[src/rtl/ffbp_pkg.sv]
package ffbp_pkg;

   localparam int MAX_BINS_DEFAULT = 256;

   localparam int WEIGHT_W   = 16;
   localparam int INDEX_OUT_W = 8;
   localparam int USED_OUT_W  = 9;
   localparam int ERR_W       = 2;

   localparam logic [WEIGHT_W-1:0] CAPACITY_RESET = 16'd1000;

   localparam logic [ERR_W-1:0] ERR_NONE       = 2'd0;
   localparam logic [ERR_W-1:0] ERR_TOO_HEAVY  = 2'd1;
   localparam logic [ERR_W-1:0] ERR_NO_BIN     = 2'd2;

endpackage

[src/rtl/ffbp_ram.sv]
module ffbp_ram #(
   parameter int WIDTH = 16,
   parameter int DEPTH = 256,
   localparam int AW = (DEPTH > 1) ? $clog2(DEPTH) : 1
) (
   input  logic             clock,
   input  logic             wr_en,
   input  logic [AW-1:0]    wr_addr,
   input  logic [WIDTH-1:0] wr_data,
   input  logic             rd_en,
   input  logic [AW-1:0]    rd_addr,
   output logic [WIDTH-1:0] rd_data
);

   logic [WIDTH-1:0] mem_ff [DEPTH];
   logic [WIDTH-1:0] rd_data_ff;

   always_ff @(posedge clock) begin
      if (wr_en) begin
         mem_ff[wr_addr] <= wr_data;
      end
      if (rd_en) begin
         rd_data_ff <= mem_ff[rd_addr];
      end
   end

   assign rd_data = rd_data_ff;

endmodule

[src/rtl/first_fit_bin_packer.sv]
// an accepted word is placed by one bin-room memory read per cycle in index order, stopping
// at the first bin that fits; a weight above the capacity skips the scan. one word at a
// time: the next word can be taken the cycle after its result enters the output register,
// and a stalled result holds the sequencer. synchronous active-high reset clears the bin
// count, the sequencer and the output valid and sets the capacity to 1000; bin rooms need
// no reset.
module first_fit_bin_packer
   import ffbp_pkg::*;
#(
   parameter int MAX_BINS = MAX_BINS_DEFAULT
) (
   input  logic                   clock,
   input  logic                   reset,

   input  logic                   req_valid,
   output logic                   req_stall,
   input  logic [WEIGHT_W-1:0]    req_item_weight,
   input  logic                   req_last_item,

   output logic                   rsp_valid,
   input  logic                   rsp_stall,
   output logic [INDEX_OUT_W-1:0] rsp_bin_index,
   output logic [USED_OUT_W-1:0]  rsp_bins_used,
   output logic [ERR_W-1:0]       rsp_placement_error,
   output logic                   rsp_run_done,

   input  logic                   csr_wr_en,
   input  logic [WEIGHT_W-1:0]    csr_wr_data
);

   localparam int IDX_W = (MAX_BINS > 1) ? $clog2(MAX_BINS) : 1;
   localparam int CNT_W = $clog2(MAX_BINS + 1);
   localparam logic [CNT_W-1:0] MAX_COUNT = CNT_W'(MAX_BINS);

   typedef enum logic [2:0] {
      ST_IDLE = 3'b001,
      ST_SCAN = 3'b010,
      ST_DONE = 3'b100
   } state_type;

   state_type            state_ff, state_in;
   logic [WEIGHT_W-1:0]  capacity_ff;
   logic [CNT_W-1:0]     open_ff, open_in;
   logic [WEIGHT_W-1:0]  weight_ff, weight_in;
   logic                 last_ff, last_in;
   logic [CNT_W-1:0]     rd_idx_ff, rd_idx_in;
   logic [IDX_W-1:0]     cmp_idx_ff, cmp_idx_in;
   logic                 data_vld_ff, data_vld_in;
   logic [IDX_W-1:0]     chosen_ff, chosen_in;
   logic [ERR_W-1:0]     err_ff, err_in;

   logic                   rsp_valid_ff, rsp_valid_in;
   logic [INDEX_OUT_W-1:0] rsp_index_ff, rsp_index_in;
   logic [USED_OUT_W-1:0]  rsp_used_ff, rsp_used_in;
   logic [ERR_W-1:0]       rsp_err_ff, rsp_err_in;
   logic                   rsp_done_ff, rsp_done_in;

   logic                 ram_wr_en;
   logic [IDX_W-1:0]     ram_wr_addr;
   logic [WEIGHT_W-1:0]  ram_wr_data;
   logic                 ram_rd_en;
   logic [WEIGHT_W-1:0]  ram_rd_data;

   logic                 req_take;
   logic                 out_free;
   logic                 fit;
   logic                 scan_end;

   ffbp_ram #(
      .WIDTH (WEIGHT_W),
      .DEPTH (MAX_BINS)
   ) u_room (
      .clock   (clock),
      .wr_en   (ram_wr_en),
      .wr_addr (ram_wr_addr),
      .wr_data (ram_wr_data),
      .rd_en   (ram_rd_en),
      .rd_addr (rd_idx_ff[IDX_W-1:0]),
      .rd_data (ram_rd_data)
   );

   assign req_stall = (state_ff != ST_IDLE);
   assign req_take  = req_valid && !req_stall;
   assign out_free  = !rsp_valid_ff || !rsp_stall;

   // one compare per cycle against the word read the cycle before
   assign fit      = data_vld_ff && (ram_rd_data >= weight_ff);
   assign scan_end = data_vld_ff ? ((CNT_W'(cmp_idx_ff) + 1'b1) == open_ff)
                                 : (rd_idx_ff == open_ff);

   always_comb begin
      state_in    = state_ff;
      open_in     = open_ff;
      weight_in   = weight_ff;
      last_in     = last_ff;
      rd_idx_in   = rd_idx_ff;
      cmp_idx_in  = cmp_idx_ff;
      data_vld_in = 1'b0;
      chosen_in   = chosen_ff;
      err_in      = err_ff;
      ram_wr_en   = 1'b0;
      ram_wr_addr = cmp_idx_ff;
      ram_wr_data = ram_rd_data - weight_ff;
      ram_rd_en   = 1'b0;

      rsp_valid_in = rsp_valid_ff && rsp_stall;
      rsp_index_in = rsp_index_ff;
      rsp_used_in  = rsp_used_ff;
      rsp_err_in   = rsp_err_ff;
      rsp_done_in  = rsp_done_ff;

      unique case (state_ff)
         ST_IDLE: begin
            if (req_take) begin
               weight_in = req_item_weight;
               last_in   = req_last_item;
               rd_idx_in = '0;
               chosen_in = '0;
               if (req_item_weight > capacity_ff) begin
                  err_in   = ERR_TOO_HEAVY;
                  state_in = ST_DONE;
               end else begin
                  err_in   = ERR_NONE;
                  state_in = ST_SCAN;
               end
            end
         end
         ST_SCAN: begin
            if (fit) begin
               ram_wr_en = 1'b1;
               chosen_in = cmp_idx_ff;
               state_in  = ST_DONE;
            end else if (scan_end) begin
               if (open_ff < MAX_COUNT) begin
                  ram_wr_en   = 1'b1;
                  ram_wr_addr = open_ff[IDX_W-1:0];
                  ram_wr_data = capacity_ff - weight_ff;
                  chosen_in   = open_ff[IDX_W-1:0];
                  open_in     = open_ff + 1'b1;
               end else begin
                  err_in = ERR_NO_BIN;
               end
               state_in = ST_DONE;
            end else if (rd_idx_ff < open_ff) begin
               ram_rd_en   = 1'b1;
               data_vld_in = 1'b1;
               cmp_idx_in  = rd_idx_ff[IDX_W-1:0];
               rd_idx_in   = rd_idx_ff + 1'b1;
            end
         end
         ST_DONE: begin
            if (out_free) begin
               rsp_valid_in = 1'b1;
               rsp_index_in = INDEX_OUT_W'(chosen_ff);
               rsp_used_in  = USED_OUT_W'(open_ff);
               rsp_err_in   = err_ff;
               rsp_done_in  = last_ff;
               if (last_ff) begin
                  open_in = '0;
               end
               state_in = ST_IDLE;
            end
         end
         default: begin
            state_in = ST_IDLE;
         end
      endcase
   end

   always_ff @(posedge clock) begin
      if (reset) begin
         state_ff     <= ST_IDLE;
         capacity_ff  <= CAPACITY_RESET;
         open_ff      <= '0;
         data_vld_ff  <= 1'b0;
         rsp_valid_ff <= 1'b0;
      end else begin
         state_ff     <= state_in;
         open_ff      <= open_in;
         data_vld_ff  <= data_vld_in;
         rsp_valid_ff <= rsp_valid_in;
         if (csr_wr_en) begin
            capacity_ff <= csr_wr_data;
         end
      end
   end

   always_ff @(posedge clock) begin
      weight_ff    <= weight_in;
      last_ff      <= last_in;
      rd_idx_ff    <= rd_idx_in;
      cmp_idx_ff   <= cmp_idx_in;
      chosen_ff    <= chosen_in;
      err_ff       <= err_in;
      rsp_index_ff <= rsp_index_in;
      rsp_used_ff  <= rsp_used_in;
      rsp_err_ff   <= rsp_err_in;
      rsp_done_ff  <= rsp_done_in;
   end

   assign rsp_valid           = rsp_valid_ff;
   assign rsp_bin_index       = rsp_index_ff;
   assign rsp_bins_used       = rsp_used_ff;
   assign rsp_placement_error = rsp_err_ff;
   assign rsp_run_done        = rsp_done_ff;

endmodule
[config.mk]
export PLATFORM = sky130hd
export DESIGN_NAME = first_fit_bin_packer
export DESIGN_NICKNAME = d
export VERILOG_FILES = /design/src/rtl/ffbp_pkg.sv /design/src/rtl/ffbp_ram.sv /design/src/rtl/first_fit_bin_packer.sv
export SDC_FILE = /design/constraint.sdc
export NUM_CORES = 2
export LEC_CHECK = 0
export BUFFER_PORTS_ARGS = -buffer_cell sky130_fd_sc_hd__buf_2
export CELL_PAD_IN_SITES_DETAIL_PLACEMENT = 1
export CELL_PAD_IN_SITES_GLOBAL_PLACEMENT = 1
export CORE_MARGIN = 1
export CORE_UTILIZATION = 30
export CTS_BUF_LIST = sky130_fd_sc_hd__clkbuf_16
export CTS_CLUSTER_DIAMETER = 30
export DETAILED_ROUTE_END_ITERATION = 8
export GPL_TIMING_DRIVEN = 0
export PLACE_DENSITY = 0.57
export SYNTH_ARGS = -nofsm -noshare
export SYNTH_HDL_FRONTEND = slang
export SYNTH_HIERARCHICAL = 1
export SYNTH_SLANG_ARGS = --single-unit
export TNS_END_PERCENT = 5
[constraint.sdc]
create_clock -name clock -period 26.8 [get_ports clock]
set_clock_uncertainty 0.15 [all_clocks]
set_input_delay 1.34 -clock clock [delete_from_list [all_inputs] [get_ports clock]]
set_output_delay 1.34 -clock clock [all_outputs]
set_load 0.1 [all_outputs]
==> impl_results.html <==
<table>
<tr><th>Metric</th><th>Value</th></tr>
<tr><th colspan="2">Power and ir drop</th></tr>
<tr><td>NetSw</td><td>between 4000 and 5000 uW</td></tr>
<tr><td>Comb power frac</td><td>0.084</td></tr>
<tr><td>Design internal power</td><td>roughly 15000 uW</td></tr>
<tr><td>Fraction of power spent switching nets</td><td>0.242</td></tr>
<tr><td>Share of total power in the clock network</td><td>0.525</td></tr>
<tr><td>PD cells</td><td>~91 mW/mm2</td></tr>
<tr><td>VDD IR-drop max</td><td>about 0.057 mV</td></tr>
<tr><td>P_leak</td><td>between 0.06 and 0.07 uW</td></tr>
<tr><td>Relative contribution of sequential cells to total power</td><td>0.391</td></tr>
<tr><th colspan="2">Worst setup path</th></tr>
<tr><td>Destination of the worst register-to-register timing path</td><td>u_room/mem_ff[91][9]$_DFFE_PP_</td></tr>
<tr><td>Delay contributed by the slowest stage of the critical path</td><td>around 1 ns</td></tr>
<tr><td>Startpoint of the most critical register-to-register path</td><td>weight_ff[0]$_DFFE_PP_</td></tr>
<tr><td>Critical-path maximum fanout</td><td>16</td></tr>
<tr><td>Kind of launch point of the worst setup path</td><td>flip-flop</td></tr>
<tr><td>Path depth of the worst reg2reg path</td><td>17</td></tr>
<tr><td>Critical path class</td><td>flip-flop to flip-flop</td></tr>
<tr><td>FF-to-FF setup slack</td><td>~19 ns</td></tr>
<tr><td>Data required time at the worst endpoint</td><td>between 20 and 30 ns</td></tr>
<tr><td>Crit end category</td><td>flip-flop</td></tr>
<tr><td>Slowest cell on the critical path</td><td>sky130_fd_sc_hd__nand4_1</td></tr>
<tr><td>Critical path cell sequence</td><td>ha_1, fa_1, nor2b_1, o31a_1, o211ai_1, a31oi_1, nor3_4, nand2_4, buf_6, mux2_4, clkbuf_1, nor2b_1, clkbuf_1, nand4_1, clkbuf_2, buf_12, nor2_2</td></tr>
<tr><td>Arrival time at the worst endpoint</td><td>8.65 ns</td></tr>
<tr><th colspan="2">Layout</th></tr>
<tr><td>Layout area overhead</td><td>27.0%</td></tr>
<tr><td>Total area of sequential cells</td><td>~0.13 mm2</td></tr>
<tr><td>Share of final-layout standard cells stronger than drive strength 1</td><td>0.317</td></tr>
<tr><td>Commonest non-fill, non-tap cells in the layout</td><td>sky130_fd_sc_hd__edfxtp_1 (4176), sky130_fd_sc_hd__clkbuf_16 (798), sky130_fd_sc_hd__mux4_2 (797)</td></tr>
<tr><td>Fill cells</td><td>around 53000</td></tr>
<tr><td>Final core utilization</td><td>0.382</td></tr>
<tr><td>Final Non-Filler Cells</td><td>17200</td></tr>
<tr><td>Nets</td><td>~9300</td></tr>
<tr><td>Most common cell after layout, fill and taps aside</td><td>sky130_fd_sc_hd__edfxtp_1</td></tr>
<tr><td>Area of the multi-input gates</td><td>0.0373 mm2</td></tr>
<tr><td>Non-Filler Cell Area, Final</td><td>0.210 mm2</td></tr>
<tr><th colspan="2">Die</th></tr>
<tr><td>Top-Level Pins</td><td>60</td></tr>
<tr><td>Die width</td><td>around 740 um</td></tr>
<tr><td>Vert. Die Dim</td><td>744 um</td></tr>
<tr><td>Starting density of the core</td><td>0.301</td></tr>
<tr><td>Cell row count</td><td>around 270</td></tr>
<tr><td>Placeable core area</td><td>0.549 mm2</td></tr>
<tr><td>Die area</td><td>~0.55 mm2</td></tr>
<tr><th colspan="2">Placement</th></tr>
<tr><td>Placed instance count</td><td>between 15000 and 20000</td></tr>
<tr><td>Cell Area, Placed</td><td>approximately 0.18 mm2</td></tr>
<tr><td># port buffers</td><td>57</td></tr>
<tr><td>Final Wtd Congestion</td><td>0.968</td></tr>
<tr><td>DP HPWL</td><td>a little over 400000 um</td></tr>
<tr><th colspan="2">Synthesis</th></tr>
<tr><td>Multiplexer share of the synthesized area</td><td>0.152</td></tr>
<tr><td>Synth warnings</td><td>6</td></tr>
<tr><td>Share of synthesized cell area in and, or, nand and nor gates</td><td>0.0213</td></tr>
<tr><td>Area of the mapped netlist</td><td>between 0.15 and 0.2 mm2</td></tr>
<tr><td>FF+latch count, synth</td><td>between 4000 and 5000</td></tr>
<tr><td>Cell count after synthesis</td><td>8004</td></tr>
<tr><td>Synthesized netlist net count</td><td>8103</td></tr>
<tr><td>Number of library cell types mapped by synthesis</td><td>82</td></tr>
<tr><td>Share of flip-flops with an asynchronous set or reset after synthesis</td><td>0</td></tr>
<tr><td>Fraction of the mapped netlist area in adder cells</td><td>0.00471</td></tr>
<tr><td>Combinational family with the most area after synthesis</td><td>multiplexers</td></tr>
<tr><td>Register area share after synthesis</td><td>0.763</td></tr>
<tr><td>Area fraction in compound gates after synthesis</td><td>0.0394</td></tr>
<tr><td>Fraction of synthesized cell area in xor and xnor cells</td><td>0.00212</td></tr>
<tr><td>Number of flops mapped to enable cells by yosys</td><td>roughly 4200</td></tr>
<tr><td>Syn_area_per_cell</td><td>about 21 um2</td></tr>
<tr><td>Top FF cell, synth</td><td>sky130_fd_sc_hd__edfxtp_1</td></tr>
<tr><th colspan="2">Clock tree</th></tr>
<tr><td>Hold bufs inserted after CTS</td><td>0</td></tr>
<tr><td>Number of buffers created by CTS</td><td>788</td></tr>
<tr><td>Number of gates given a new drive strength after cts</td><td>0</td></tr>
<tr><td>Number of levels the H-tree was split into</td><td>6</td></tr>
<tr><td>Clock latency at the later pin of the worst-skew pair</td><td>roughly 1.1 ns</td></tr>
<tr><td>Clock transition at the register clock pins on the worst setup and hold paths after CTS</td><td>0.05 ns</td></tr>
<tr><td>Clock sink count</td><td>approximately 4200</td></tr>
<tr><td>Clock tree from TritonCTS</td><td>yes</td></tr>
<tr><td>Master cell of the clock root buffer</td><td>sky130_fd_sc_hd__clkbuf_16</td></tr>
<tr><td>Deepest clock path buffer count</td><td>4</td></tr>
<tr><td>Setup bufs post-CTS</td><td>0</td></tr>
<tr><th colspan="2">STA</th></tr>
<tr><td>Final-report setup violation count</td><td>0</td></tr>
<tr><td>Worst hold slack after final layout</td><td>around 0.26 ns</td></tr>
<tr><td>Final Max Tran Viols</td><td>between 40 and 50</td></tr>
<tr><td>Setup repair after global routing missed its margin</td><td>no</td></tr>
<tr><td>Count of final hold-check violations</td><td>0</td></tr>
<tr><td>Max Clock Freq</td><td>0.124 GHz</td></tr>
<tr><td>Worst relative slew slack</td><td>-0.100</td></tr>
<tr><td>Aggregate negative setup slack</td><td>0 ns</td></tr>
<tr><td>Tightest Pin Transition</td><td>1.65 ns</td></tr>
<tr><td>Final critical-path required period</td><td>8.07 ns</td></tr>
<tr><td>Ratio of final minimum period to clock period</td><td>0.301</td></tr>
<tr><th colspan="2">Detailed routing</th></tr>
<tr><td>DRC violation count after routing</td><td>0</td></tr>
<tr><td>Detailed-router iteration count before antenna repair</td><td>5</td></tr>
<tr><td>Violation count after the first detailed-routing iteration</td><td>between 10000 and 15000</td></tr>
<tr><td>Total length of routed met3 wires</td><td>just over 50000 um</td></tr>
<tr><td>Uppermost signal routing layer after detailed routing</td><td>met5</td></tr>
<tr><td>Post-DRT Antenna Nets</td><td>0</td></tr>
<tr><td>Routed via count divided by cell count</td><td>5.40</td></tr>
<tr><td>Routed WL per cell</td><td>around 34 um</td></tr>
<tr><td>Metal2 WL</td><td>around 270000 um</td></tr>
<tr><td>Wire length on met1</td><td>about 230000 um</td></tr>
<tr><td>Total vias in the final route</td><td>about 93000</td></tr>
<tr><td>Drt total wl</td><td>584000 um</td></tr>
<tr><th colspan="2">GRT</th></tr>
<tr><td>Pin count of the biggest net entering global routing</td><td>137</td></tr>
<tr><td>Global-route total usage across every layer</td><td>0.205</td></tr>
<tr><td>Overflow left after global routing</td><td>0</td></tr>
<tr><td>Global-route wire length before repair</td><td>a little under 800000 um</td></tr>
<tr><td>Initial antenna violation count</td><td>50</td></tr>
<tr><td>Number of global-route vias before repair</td><td>approximately 95000</td></tr>
<tr><th colspan="2">Hold path</th></tr>
<tr><td>Type of the tightest min-delay check</td><td>flip-flop to flip-flop</td></tr>
<tr><td>Min-Delay Startpoint</td><td>chosen_ff[3]$_SDFFCE_PN0P_</td></tr>
<tr><td>Worst Hold Path EP</td><td>rsp_bin_index[3]$_DFFE_PP_</td></tr>
<tr><td>Number of cells traversed by the worst hold path</td><td>0</td></tr>
<tr><th colspan="2">Outcome</th></tr>
<tr><td>Violated checks</td><td>max-capacitance violations, max-slew violations</td></tr>
<tr><td>Result of the run</td><td>complete, but fails checks</td></tr>
<tr><th colspan="2">Run</th></tr>
<tr><td>Max-cap check violation count</td><td>7</td></tr>
</table>
-- power by group through the flow --
| stage | logic [uW] | clock network (uW) | registers, uW |
|---|---|---|---|
| finish | 1600 | 10100 | 7490 |
| global route | 1640 | 10500 | 7480 |
| CTS | 1590 | 10200 | 7490 |
| detailed placement | 1580 | 0 | 7610 |
| global placement | 1340 | 0 | 7960 |
| floorplan | 703 | 0 | 7740 |
-- cells in the mapped netlist, types with 5 or more instances --
cell | n | area [um2]
sky130_fd_sc_hd__xnor2_1 | 18 | 158
sky130_fd_sc_hd__nor2b_1 | 15 | 93.8
sky130_fd_sc_hd__o21ai_0 | 67 | 335
sky130_fd_sc_hd__and3_1 | 27 | 169
sky130_fd_sc_hd__clkbuf_1 | 241 | 905
sky130_fd_sc_hd__nand2_1 | 86 | 323
sky130_fd_sc_hd__xor2_1 | 22 | 193
sky130_fd_sc_hd__mux2_4 | 6 | 90.1
sky130_fd_sc_hd__o221ai_1 | 255 | 2230
sky130_fd_sc_hd__a22o_1 | 33 | 289
sky130_fd_sc_hd__nand2b_1 | 13 | 81.3
sky130_fd_sc_hd__buf_12 | 5 | 100
sky130_fd_sc_hd__nor2_1 | 350 | 1310
sky130_fd_sc_hd__nor3_1 | 108 | 541
sky130_fd_sc_hd__o21a_1 | 12 | 90.1
sky130_fd_sc_hd__buf_2 | 80 | 400
sky130_fd_sc_hd__a21o_1 | 10 | 75.1
sky130_fd_sc_hd__ha_1 | 59 | 738
sky130_fd_sc_hd__o22ai_1 | 150 | 938
sky130_fd_sc_hd__a211oi_1 | 26 | 195
sky130_fd_sc_hd__nand3_1 | 53 | 265
sky130_fd_sc_hd__a2111oi_0 | 6 | 52.6
sky130_fd_sc_hd__a21oi_1 | 218 | 1090
sky130_fd_sc_hd__mux2_2 | 93 | 1050
sky130_fd_sc_hd__nor4_1 | 20 | 125
sky130_fd_sc_hd__a31oi_1 | 7 | 43.8
sky130_fd_sc_hd__buf_4 | 26 | 195
sky130_fd_sc_hd__inv_1 | 55 | 206
sky130_fd_sc_hd__buf_1 | 28 | 105
sky130_fd_sc_hd__buf_8 | 11 | 165
sky130_fd_sc_hd__nand4_1 | 35 | 219
sky130_fd_sc_hd__a22oi_1 | 43 | 323
sky130_fd_sc_hd__dfxtp_1 | 30 | 601
sky130_fd_sc_hd__buf_6 | 78 | 878
sky130_fd_sc_hd__o32ai_1 | 20 | 175
sky130_fd_sc_hd__mux4_2 | 797 | 17900
sky130_fd_sc_hd__o211ai_1 | 12 | 90.1
sky130_fd_sc_hd__o31ai_1 | 19 | 143
sky130_fd_sc_hd__or3_1 | 5 | 31.3
sky130_fd_sc_hd__mux2i_1 | 596 | 5970
sky130_fd_sc_hd__or2_2 | 5 | 31.3
sky130_fd_sc_hd__a221oi_1 | 28 | 245
sky130_fd_sc_hd__edfxtp_1 | 4176 | 125000
-- how the worst max path moves through the flow --
stage                                 startpoint                          endpoint  slack [ns]
after floorplan           weight_ff[0]$_DFFE_PP_     u_room/mem_ff[0][5]$_DFFE_PP_       15.50
after CTS                 weight_ff[0]$_DFFE_PP_   u_room/mem_ff[90][12]$_DFFE_PP_       18.68
final                     weight_ff[0]$_DFFE_PP_    u_room/mem_ff[91][9]$_DFFE_PP_       18.73
after global routing      weight_ff[0]$_DFFE_PP_    u_room/mem_ff[91][7]$_DFFE_PP_       18.46
after global placement    weight_ff[0]$_DFFE_PP_   u_room/mem_ff[180][8]$_DFFE_PP_        0.23
after detailed placement  weight_ff[0]$_DFFE_PP_  u_room/mem_ff[127][12]$_DFFE_PP_       18.69
-- cell type report --
cell class / instances / share of cell area
clock inverter: 673 / 0.0351
inverter: 57 / 0.00102
tap: 7261 / 0.0433
buffer: 470 / 0.0133
antenna: 17 / 0.000203
multi-input combinational: 3271 / 0.178
timing repair buffer: 410 / 0.0333
clock buffer: 798 / 0.0952
sequential: 4206 / 0.601
-- stage by stage --
stage	worst slack (ns)	power [uW]
2_1_floorplan	15.50	8450
3_3_place_gp	0.226	9310
3_5_place_dp	18.69	9190
4_1_cts	18.68	19300
5_1_grt	18.46	19600
6_report	18.73	19200
-- sequential cells by signal, indices dropped and copies added, names as in the netlist, 8 cells and up --
register and flops:
rd_idx_ff 9, u_room/mem_ff 4096, u_room/rd_data 16, capacity_ff 16
rsp_bin_index 8, rsp_bins_used 9, weight_ff 16, chosen_ff 8
open_ff 9, cmp_idx_ff 8
-- layer usage --
metal,up-vias,global-route usage
li1,36500,-
met1,50200,0.270
met2,4793,0.326
met3,1153,0.0430
met4,16,0.0986
met5,-,0
-- critical path, delay by kind of cell (launching register included) --
family,cells,cell delay [ns]
simple gates,6,2.70
mux,1,0.28
fa+ha+maj,2,0.68
buf+inv,5,1.98
compound gates,3,1.41
flops,1,0.42
-- logic make-up (layout without fill, tap and decap cells) --
group | Yosys count | after routing
flops | 4206 | 4206
mux | 1492 | 1492
compound gates | 926 | 926
simple gates | 752 | 752
buf+inv | 527 | 2408
fa+ha+maj | 61 | 61
xor+xnor | 40 | 40
other cells | 0 | 17
(Power assumes the default switching activity.)
